==> config.mk <==
export PLATFORM = sky130hd
export DESIGN_NAME = keypress_glow_spot_renderer
export DESIGN_NICKNAME = d
export VERILOG_FILES = /design/src/design/kgs_pkg.sv /design/src/design/kgs_ram.sv /design/src/design/kgs_div.sv /design/src/design/keypress_glow_spot_renderer.sv
export SDC_FILE = /design/constraint.sdc
export NUM_CORES = 2
export LEC_CHECK = 0
export BUFFER_PORTS_ARGS = -buffer_cell sky130_fd_sc_hd__buf_4
export CAP_MARGIN = 40
export CORE_UTILIZATION = 50
export DETAILED_ROUTE_END_ITERATION = 16
export PLACE_DENSITY_LB_ADDON = 0.1
export SYNTH_ARGS = -nofsm -noshare
export SYNTH_HDL_FRONTEND = slang
export SYNTH_SLANG_ARGS = --single-unit
==> constraint.sdc <==
create_clock -name clk -period 23.1 [get_ports clk]
set_clock_uncertainty 0.15 [all_clocks]
set_input_delay 4.62 -clock clk [delete_from_list [all_inputs] [get_ports clk]]
set_output_delay 4.62 -clock clk [all_outputs]
set_load 0.05 [all_outputs]
==> src/design/kgs_pkg.sv <==
// kgs_pkg: shared constants, codes and types of the glow spot renderer
`timescale 1ns / 1ps

package kgs_pkg;

  // table size and register defaults
  localparam int unsigned SPOT_COUNT   = 10;
  localparam int unsigned LIFE_RESET   = 900;
  localparam int unsigned RADIUS_RESET = 1536;
  localparam int unsigned SPEED_RESET  = 256;
  localparam int unsigned TICK_CLAMP   = 100;
  localparam int unsigned FULL_LEVEL   = 255;

  // field widths
  localparam int unsigned CMD_W   = 2;
  localparam int unsigned POS_W   = 16;
  localparam int unsigned TICK_W  = 16;
  localparam int unsigned AGE_W   = 17;
  localparam int unsigned LIFE_W  = 16;
  localparam int unsigned RAD_W   = 15;
  localparam int unsigned SPEED_W = 16;
  localparam int unsigned LEVEL_W = 8;
  localparam int unsigned CFG_IDX_W  = 2;
  localparam int unsigned CFG_DATA_W = 16;

  // divider widths: quotient is always below 256
  localparam int unsigned NUM_W = 38;
  localparam int unsigned DEN_W = 30;
  localparam int unsigned QUO_W = 8;

  localparam logic [AGE_W-1:0] AGE_MAX = '1;

  // command codes carried in tuser
  localparam logic [CMD_W-1:0] CMD_PRESS  = 2'd0;
  localparam logic [CMD_W-1:0] CMD_RENDER = 2'd1;
  localparam logic [CMD_W-1:0] CMD_TICK   = 2'd2;
  localparam logic [CMD_W-1:0] CMD_NONE   = 2'd3;

  // configuration register indexes
  localparam logic [CFG_IDX_W-1:0] REG_LIFE   = 2'd0;
  localparam logic [CFG_IDX_W-1:0] REG_RADIUS = 2'd1;
  localparam logic [CFG_IDX_W-1:0] REG_SPEED  = 2'd2;

  // one entry of the spot memory, x in the lowest bits
  typedef struct packed {
    logic [AGE_W-1:0] age;
    logic [POS_W-1:0] y;
    logic [POS_W-1:0] x;
  } spot_t;

  // divider request and response
  typedef struct packed {
    logic             start;
    logic [NUM_W-1:0] num;
    logic [DEN_W-1:0] den;
  } div_req_t;

  typedef struct packed {
    logic             done;
    logic [QUO_W-1:0] quot;
  } div_rsp_t;

endpackage

==> src/design/kgs_ram.sv <==
// kgs_ram: generic simple dual port RAM with registered read
`timescale 1ns / 1ps

module kgs_ram #(
  parameter int unsigned WIDTH = 8,
  parameter int unsigned DEPTH = 16,
  localparam int unsigned AW = (DEPTH > 1) ? $clog2(DEPTH) : 1
) (
  input  logic             clk,
  input  logic             we,
  input  logic [AW-1:0]    waddr,
  input  logic [WIDTH-1:0] wdata,
  input  logic [AW-1:0]    raddr,
  output logic [WIDTH-1:0] rdata
);

  logic [WIDTH-1:0] mem [DEPTH];

  // write port and registered read port
  always_ff @(posedge clk) begin
    if (we) begin
      mem[waddr] <= wdata;
    end
    rdata <= mem[raddr];
  end

endmodule

==> src/design/kgs_div.sv <==
// kgs_div: iterative restoring divider, one quotient bit per cycle
`timescale 1ns / 1ps

module kgs_div (
  input  logic              clk,
  input  logic              rst_n,
  input  kgs_pkg::div_req_t req,
  output kgs_pkg::div_rsp_t rsp
);

  logic [kgs_pkg::NUM_W-1:0] rem_r;
  logic [kgs_pkg::NUM_W-1:0] dsh_r;
  logic [kgs_pkg::QUO_W-1:0] quot_r;
  logic [2:0]                cnt_r;
  logic                      busy_r;
  logic                      done_r;
  logic                      fits;

  // trial subtract of the shifted divisor
  assign fits = rem_r >= dsh_r;

  // control: start reloads, done pulses after the last bit
  always_ff @(posedge clk) begin
    if (!rst_n) begin
      busy_r <= 1'b0;
      done_r <= 1'b0;
      cnt_r  <= '0;
    end else begin
      done_r <= 1'b0;
      if (req.start) begin
        busy_r <= 1'b1;
        cnt_r  <= 3'd7;
      end else if (busy_r) begin
        if (cnt_r == 3'd0) begin
          busy_r <= 1'b0;
          done_r <= 1'b1;
        end else begin
          cnt_r <= cnt_r - 3'd1;
        end
      end
    end
  end

  // datapath: remainder, shifted divisor and quotient bits msb first
  always_ff @(posedge clk) begin
    if (req.start) begin
      rem_r  <= req.num;
      dsh_r  <= {1'b0, req.den, 7'b0};
      quot_r <= '0;
    end else if (busy_r) begin
      if (fits) begin
        rem_r <= rem_r - dsh_r;
      end
      quot_r <= {quot_r[kgs_pkg::QUO_W-2:0], fits};
      dsh_r  <= {1'b0, dsh_r[kgs_pkg::NUM_W-1:1]};
    end
  end

  assign rsp.done = done_r;
  assign rsp.quot = quot_r;

endmodule

==> src/design/keypress_glow_spot_renderer.sv <==
// keypress_glow_spot_renderer: top level, spot table sequencer and render datapath
// One item at a time, taken in idle. Press scans occupied slots, then writes the first free
// slot, or the oldest spot when full; tick rewrites the age of each live slot; render skips
// free slots and spots past their lifespan, starts the envelope divide and distance terms
// for every other spot and the falloff divide for spots in range, then waits for a free
// output register. Render time is set by the shared 8-step divider, twice per spot in range.
// Reset (sync, active low) clears alive bits and output valid, loads register defaults.
`timescale 1ns / 1ps

module keypress_glow_spot_renderer #(
  parameter int unsigned SPOT_COUNT = kgs_pkg::SPOT_COUNT
) (
  input  logic        clk,
  input  logic        rst_n,
  // input transaction
  input  logic        in_tvalid,
  output logic        in_tready,
  input  logic [47:0] in_tdata,   // pos_x[15:0], pos_y[31:16], tick_ms[47:32]
  input  logic [1:0]  in_tuser,   // cmd[1:0]
  // result transaction
  output logic        out_tvalid,
  input  logic        out_tready,
  output logic [7:0]  out_tdata,  // red_level[7:0]
  // configuration writes
  input  logic                              cfg_we,
  input  logic [kgs_pkg::CFG_IDX_W-1:0]     cfg_index,
  input  logic [kgs_pkg::CFG_DATA_W-1:0]    cfg_data
);

  localparam int unsigned IW = (SPOT_COUNT > 1) ? $clog2(SPOT_COUNT) : 1;
  localparam logic [IW-1:0] LAST_IDX = IW'(SPOT_COUNT - 1);

  // sequencer states
  localparam logic [3:0] S_IDLE   = 4'd0;
  localparam logic [3:0] S_P_RD   = 4'd1;
  localparam logic [3:0] S_P_CHK  = 4'd2;
  localparam logic [3:0] S_P_WR   = 4'd3;
  localparam logic [3:0] S_R_RD   = 4'd4;
  localparam logic [3:0] S_R_LD   = 4'd5;
  localparam logic [3:0] S_R_SQ1  = 4'd6;
  localparam logic [3:0] S_R_SQ2  = 4'd7;
  localparam logic [3:0] S_R_NEAR = 4'd8;
  localparam logic [3:0] S_R_WE   = 4'd9;
  localparam logic [3:0] S_R_MUL  = 4'd10;
  localparam logic [3:0] S_R_WC   = 4'd11;
  localparam logic [3:0] S_R_OUT  = 4'd12;
  localparam logic [3:0] S_T_RD   = 4'd13;
  localparam logic [3:0] S_T_WR   = 4'd14;

  logic [3:0] state_r, state_nxt;

  // configuration registers
  logic [kgs_pkg::LIFE_W-1:0]  life_r;
  logic [kgs_pkg::RAD_W-1:0]   radius_r;
  logic [kgs_pkg::SPEED_W-1:0] speed_r;
  logic [kgs_pkg::LIFE_W-1:0]  life_eff;

  // per item working registers
  logic [IW-1:0]              idx_r;
  logic [IW-1:0]              pick_r;
  logic [kgs_pkg::AGE_W-1:0]  oldest_r;
  logic [kgs_pkg::POS_W-1:0]  x_r;
  logic [kgs_pkg::POS_W-1:0]  y_r;
  logic [14:0]                step_r;
  logic [kgs_pkg::DEN_W-1:0]  r2_r;
  logic signed [16:0]         dx_r;
  logic signed [16:0]         dy_r;
  logic [33:0]                dxsq_r;
  logic [34:0]                d2_r;
  logic [kgs_pkg::DEN_W-1:0]  diff_r;
  logic [kgs_pkg::LEVEL_W-1:0] sum_r;
  logic [SPOT_COUNT-1:0]      alive_r;

  // output register
  logic                        out_valid_r;
  logic [kgs_pkg::LEVEL_W-1:0] out_data_r;

  // memory and divider hookup
  logic                ram_we;
  logic [IW-1:0]       ram_waddr;
  kgs_pkg::spot_t      ram_wdata;
  kgs_pkg::spot_t      ram_rdata;
  kgs_pkg::div_req_t   div_req;
  kgs_pkg::div_rsp_t   div_rsp;

  logic        accept;
  logic        last;
  logic        alive_cur;
  logic        adv;
  logic        out_load;
  logic        too_old;
  logic        far;
  logic [6:0]  dt_clamp;
  logic [15:0] spd_eff;
  logic [22:0] step_prod;
  logic [24:0] age_x255;
  logic [7:0]  env;
  logic signed [33:0] dx_sq;
  logic signed [33:0] dy_sq;
  logic [17:0] age_sum;
  logic [kgs_pkg::AGE_W-1:0] age_sat;
  logic [8:0]  acc;

  assign in_tready = (state_r == S_IDLE);
  assign accept    = in_tvalid && in_tready;
  assign last      = (idx_r == LAST_IDX);
  assign alive_cur = alive_r[idx_r];
  assign life_eff  = (life_r == '0) ? kgs_pkg::LIFE_W'(1) : life_r;
  assign out_load  = (state_r == S_R_OUT) && (!out_valid_r || out_tready);

  // tick step from the incoming item
  assign dt_clamp  = (in_tdata[47:32] > 16'(kgs_pkg::TICK_CLAMP)) ?
                     7'(kgs_pkg::TICK_CLAMP) : in_tdata[38:32];
  assign spd_eff   = (speed_r == '0) ? 16'(kgs_pkg::SPEED_RESET) : speed_r;
  assign step_prod = 23'(dt_clamp) * 23'(spd_eff);

  // render arithmetic
  assign too_old  = ram_rdata.age >= {1'b0, life_eff};
  assign age_x255 = {ram_rdata.age, 8'b0} - {8'b0, ram_rdata.age};
  assign dx_sq    = dx_r * dx_r;
  assign dy_sq    = dy_r * dy_r;
  assign far      = d2_r >= {5'b0, r2_r};
  assign env      = 8'(kgs_pkg::FULL_LEVEL) - div_rsp.quot;
  assign acc      = {1'b0, sum_r} + {1'b0, div_rsp.quot};

  // tick arithmetic
  assign age_sum = {1'b0, ram_rdata.age} + 18'(step_r);
  assign age_sat = age_sum[17] ? kgs_pkg::AGE_MAX : age_sum[16:0];

  // sequencer and memory / divider control
  always_comb begin
    state_nxt = state_r;
    adv       = 1'b0;
    ram_we    = 1'b0;
    ram_waddr = idx_r;
    ram_wdata = ram_rdata;
    div_req   = '0;
    unique case (state_r)
      S_IDLE: begin
        if (accept) begin
          unique case (in_tuser)
            kgs_pkg::CMD_PRESS:  state_nxt = S_P_RD;
            kgs_pkg::CMD_RENDER: state_nxt = S_R_RD;
            kgs_pkg::CMD_TICK:   state_nxt = S_T_RD;
            default:             state_nxt = S_IDLE;
          endcase
        end
      end
      S_P_RD: begin
        state_nxt = alive_cur ? S_P_CHK : S_P_WR;
      end
      S_P_CHK: begin
        adv       = 1'b1;
        state_nxt = last ? S_P_WR : S_P_RD;
      end
      S_P_WR: begin
        ram_we        = 1'b1;
        ram_waddr     = pick_r;
        ram_wdata.x   = x_r;
        ram_wdata.y   = y_r;
        ram_wdata.age = '0;
        state_nxt     = S_IDLE;
      end
      S_R_RD: begin
        if (alive_cur) begin
          state_nxt = S_R_LD;
        end else begin
          adv       = 1'b1;
          state_nxt = last ? S_R_OUT : S_R_RD;
        end
      end
      S_R_LD: begin
        if (too_old) begin
          adv       = 1'b1;
          state_nxt = last ? S_R_OUT : S_R_RD;
        end else begin
          div_req.start = 1'b1;
          div_req.num   = kgs_pkg::NUM_W'(age_x255);
          div_req.den   = kgs_pkg::DEN_W'(life_eff);
          state_nxt     = S_R_SQ1;
        end
      end
      S_R_SQ1: state_nxt = S_R_SQ2;
      S_R_SQ2: state_nxt = S_R_NEAR;
      S_R_NEAR: begin
        if (far) begin
          adv       = 1'b1;
          state_nxt = last ? S_R_OUT : S_R_RD;
        end else begin
          state_nxt = S_R_WE;
        end
      end
      S_R_WE: begin
        if (div_rsp.done) begin
          state_nxt = S_R_MUL;
        end
      end
      S_R_MUL: begin
        div_req.start = 1'b1;
        div_req.num   = kgs_pkg::NUM_W'(env) * kgs_pkg::NUM_W'(diff_r);
        div_req.den   = r2_r;
        state_nxt     = S_R_WC;
      end
      S_R_WC: begin
        if (div_rsp.done) begin
          adv       = 1'b1;
          state_nxt = last ? S_R_OUT : S_R_RD;
        end
      end
      S_R_OUT: begin
        if (out_load) begin
          state_nxt = S_IDLE;
        end
      end
      S_T_RD: begin
        if (alive_cur) begin
          state_nxt = S_T_WR;
        end else begin
          adv       = 1'b1;
          state_nxt = last ? S_IDLE : S_T_RD;
        end
      end
      S_T_WR: begin
        ram_we        = 1'b1;
        ram_wdata.age = age_sat;
        adv           = 1'b1;
        state_nxt     = last ? S_IDLE : S_T_RD;
      end
      default: state_nxt = S_IDLE;
    endcase
  end

  // control registers
  always_ff @(posedge clk) begin
    if (!rst_n) begin
      state_r     <= S_IDLE;
      alive_r     <= '0;
      out_valid_r <= 1'b0;
      life_r      <= kgs_pkg::LIFE_W'(kgs_pkg::LIFE_RESET);
      radius_r    <= kgs_pkg::RAD_W'(kgs_pkg::RADIUS_RESET);
      speed_r     <= kgs_pkg::SPEED_W'(kgs_pkg::SPEED_RESET);
    end else begin
      state_r <= state_nxt;
      // spawn marks the slot live, tick retires spots at their lifespan
      if (state_r == S_P_WR) begin
        alive_r[pick_r] <= 1'b1;
      end else if (state_r == S_T_WR && age_sat >= {1'b0, life_eff}) begin
        alive_r[idx_r] <= 1'b0;
      end
      // output register
      if (out_load) begin
        out_valid_r <= 1'b1;
      end else if (out_tready) begin
        out_valid_r <= 1'b0;
      end
      // configuration writes
      if (cfg_we) begin
        unique case (cfg_index)
          kgs_pkg::REG_LIFE:   life_r   <= cfg_data;
          kgs_pkg::REG_RADIUS: radius_r <= cfg_data[kgs_pkg::RAD_W-1:0];
          kgs_pkg::REG_SPEED:  speed_r  <= cfg_data;
          default: ;
        endcase
      end
    end
  end

  // working registers of the current item
  always_ff @(posedge clk) begin
    if (accept) begin
      x_r      <= in_tdata[15:0];
      y_r      <= in_tdata[31:16];
      step_r   <= step_prod[22:8];
      r2_r     <= kgs_pkg::DEN_W'(radius_r) * kgs_pkg::DEN_W'(radius_r);
      idx_r    <= '0;
      pick_r   <= '0;
      oldest_r <= '0;
      sum_r    <= '0;
    end else if (adv && !last) begin
      idx_r <= idx_r + IW'(1);
    end
    // slot choice: first free, else oldest with the later slot winning ties
    if (state_r == S_P_RD && !alive_cur) begin
      pick_r <= idx_r;
    end
    if (state_r == S_P_CHK && ram_rdata.age >= oldest_r) begin
      oldest_r <= ram_rdata.age;
      pick_r   <= idx_r;
    end
    // distance terms while the envelope divide runs
    if (state_r == S_R_LD) begin
      dx_r <= $signed({x_r[15], x_r}) - $signed({ram_rdata.x[15], ram_rdata.x});
      dy_r <= $signed({y_r[15], y_r}) - $signed({ram_rdata.y[15], ram_rdata.y});
    end
    if (state_r == S_R_SQ1) begin
      dxsq_r <= dx_sq;
    end
    if (state_r == S_R_SQ2) begin
      d2_r <= {1'b0, dxsq_r} + {1'b0, dy_sq};
    end
    if (state_r == S_R_NEAR) begin
      diff_r <= r2_r - d2_r[kgs_pkg::DEN_W-1:0];
    end
    // saturating accumulate of the spot contribution
    if (state_r == S_R_WC && div_rsp.done) begin
      sum_r <= acc[8] ? 8'(kgs_pkg::FULL_LEVEL) : acc[7:0];
    end
    if (out_load) begin
      out_data_r <= sum_r;
    end
  end

  assign out_tvalid = out_valid_r;
  assign out_tdata  = out_data_r;

  // spot table memory, read always at the current slot
  kgs_ram #(
    .WIDTH ($bits(kgs_pkg::spot_t)),
    .DEPTH (SPOT_COUNT)
  ) u_spot_ram (
    .clk   (clk),
    .we    (ram_we),
    .waddr (ram_waddr),
    .wdata (ram_wdata),
    .raddr (idx_r),
    .rdata (ram_rdata)
  );

  // shared divider for envelope and falloff
  kgs_div u_div (
    .clk   (clk),
    .rst_n (rst_n),
    .req   (div_req),
    .rsp   (div_rsp)
  );

endmodule

==> results.sh <==
export IMPL_hold_depth=0
export IMPL_setup_viol=0
export IMPL_wl_um=198000
export IMPL_tightest_slew_ns=1.01
export IMPL_drive_gt1_frac=0.0728
export IMPL_wl_met1_um=91200
export IMPL_wl_met3_um=10700
export IMPL_synth_ff_type="edfxtp_1"
export IMPL_fin_crit_ns=11.10
export IMPL_vias=52400
export IMPL_cts_reportedPaths_clkPinSlew_ns=0.06
export IMPL_portBuffers=82
export IMPL_ys_top_cells_by_area="edfxtp_1, fa_1, ha_1"
export IMPL_syn_cell_area_mm2=0.0799
export IMPL_tns_ns=0
export IMPL_critPathKind="input pin to flip-flop"
export IMPL_avgSynthCellArea_um2=11.0
export IMPL_clock_sinks=938
export IMPL_final_nets=8938
export IMPL_routed_top_layer="met5"
export IMPL_area_growth_pct=9.13
export IMPL_synthArstFlopShare=0
export IMPL_numCtsBuffers=103
export IMPL_viasPerCell=5.52
export IMPL_grt_pass1_vias=54900
export IMPL_worstRegToRegCells=31
export IMPL_ys_types=94
export IMPL_grt_start_max_net_pins=106
export IMPL_final_common_cell="inv_1"
export IMPL_maxSlewHeadroom=0.322
export IMPL_cts_setup_buffers=0
export IMPL_first_iter_violations=3832
export IMPL_required_ns=23.47
export IMPL_cap_violations=0
export IMPL_hold_buffers=0
export IMPL_track_usage=0.252
export IMPL_cp_arrival_ns=11.47
export IMPL_final_max_slew_viol_count=0
export IMPL_synth_nets=8867
export IMPL_tritoncts="built"
export IMPL_max_clock_path_buffers=3
export IMPL_htree_levels=3
export IMPL_wl_per_cell_um=20.9
export IMPL_die_area_mm2=0.161
export IMPL_start_kind="input pin"
export IMPL_die_h_um=402
export IMPL_clock_latency_ns=0.77
export IMPL_synthDominantCellAreaShare=0.302
export IMPL_synth_edff_count=803
export IMPL_status="finished, final reports clean"
export IMPL_grt_ovfl_total=0
export IMPL_ys_seq_elements=938
export IMPL_fp_coreArea_mm2=0.158
export IMPL_io_pins=83
export IMPL_die_w_um=402
export IMPL_hp_class="flip-flop to flip-flop"
export IMPL_post_synth_top_area_cell="edfxtp_1"
export IMPL_path_max_fanout=19
export IMPL_hold_viol=0
export IMPL_firstDrtPassIters=8
export IMPL_placement_rows=146
export IMPL_antenna_found_initial=9
export IMPL_finalWeightedCongestion=0.903
export IMPL_wl_met2_um=92200
export IMPL_syn_inst=7261
export IMPL_dp_hpwl_um=148000
export IMPL_cts_resized_gates=0
export IMPL_yosys_warnings=0
export IMPL_rsz0062_at_grt="false"
export IMPL_cts_root_buf="clkbuf_16"
export IMPL_drc=0
export IMPL_fin_crit_sh=0.481
export IMPL_initial_core_util=0.504
export IMPL_antenna_left=0
export IMPL_mostFrequentLayoutCells="inv_1, fa_1, edfxtp_1, ha_1, nand2_1"
export IMPL_grt_pass1_wl_um=317000
export IMPL_synth_seq_area_share=0.336
export IMPL_cp_end_kind="flip-flop"
export IMPL_timing_fmax_mhz=90.1
## per-stage QoR
stage | hold slack, ns | util | worst slack, ns | cells | area [um^2]
2_1_floorplan | 0.283 | - | 12.94 | 7261 | 79900
3_3_place_gp | 0.290 | 0.523 | 11.36 | 9244 | 82800
3_5_place_dp | 0.294 | 0.527 | 11.25 | 9292 | 83500
4_1_cts | 0.309 | 0.550 | 12.06 | 9484 | 87100
5_1_grt | 0.314 | 0.550 | 11.35 | 9491 | 87100
6_report | 0.305 | 0.550 | 12.00 | 9492 | 87100
## cell type report
class                           count  area, um^2
Clock buffer                      139        2870
Sequential cell                   938       26800
Antenna cell                        1        2.50
Timing Repair Buffer              202        1810
Fill cell                       13800       71200
Tap cell                         2072        2590
Inverter                         1263        4740
Multi-Input combinational cell   4824       47500
Clock inverter                     53         754
## kinds of logic after synthesis
group / synth area share
muxes: 0.0374
xor gates and xnor gates: 0.0335
and+or+nand+nor: 0.110
adders and majority gates: 0.327
DFF: 0.336
buffers and inverters: 0.0705
AOI/OAI and AO/OA: 0.0866
## cells in the mapped netlist, types with 9 or more instances
master	instances
a211oi_1	70
a21boi_0	54
a21o_1	132
a21oi_1	277
a221o_1	9
a222oi_1	15
a22oi_1	16
a31oi_1	48
a41o_1	12
and2_1	265
and3_1	42
and4_1	9
buf_1	29
clkbuf_1	205
dfxtp_1	135
edfxtp_1	803
fa_1	918
ha_1	615
inv_1	1259
mux2i_1	69
mux4_2	100
nand2_1	598
nand2b_1	145
nand3_1	60
nand4_1	30
nor2_1	287
nor2b_1	169
nor3_1	72
nor3b_1	10
nor4_1	15
o2111ai_1	10
o211ai_1	19
o21a_1	46
o21ai_0	184
o21ai_1	10
o21bai_1	38
o22ai_1	16
o31ai_1	12
or2_2	19
or3_1	21
xnor2_1	205
xor2_1	100
## path summary, 6_finish.rpt
path | endpoint | startpoint | slack, ns
setup / recovery | step_r[14] | in_tdata[39] | 12.00
hold / removal | out_tdata[5] | sum_r[5] | 0.30
setup reg to reg | d2_r[33] | dy_r[3] | 13.99
hold reg to reg | out_tdata[5] | sum_r[5] | 0.30
## per-layer routing
layer  vias up  global-route usage
li1      24300                   -
met1     26700               0.366
met2      1224               0.406
met3       210              0.0329
met4        10              0.0541
met5         -                   0
## critical path, stage by stage
cell,delay [ns]
buf_4,0.10
nor4_1,0.27
nand3_1,0.21
nor2_1,0.82
and2_1,0.61
nand2_1,0.17
fa_1,0.53
fa_1,0.55
inv_1,0.05
fa_1,0.51
fa_1,0.43
ha_1,0.30
and2_1,0.14
o2111ai_1,0.13
nor4_1,0.38
o21ai_1,0.22
a211oi_1,0.44
o311ai_1,0.20
a21boi_0,0.33
o21ai_0,0.12
nand2b_1,0.12
a21oi_1,0.09
xnor2_1,0.12
## flip-flops by register name (all words and copies together), names as in the netlist, 10 cells and up
signal            flops
life_r               16
diff_r               30
radius_r             15
r2_r                 29
dy_r                 17
u_div.dsh_r          37
oldest_r             17
y_r                  16
alive_r              10
step_r               15
dx_r                 17
u_spot_ram.rdata     49
x_r                  16
u_spot_ram.mem      490
u_div.rem_r          38
speed_r              16
dxsq_r               33
d2_r                 35
Power is not shown: default switching activity piles up to over one toggle a cycle in this logic, so the estimate is an artifact.
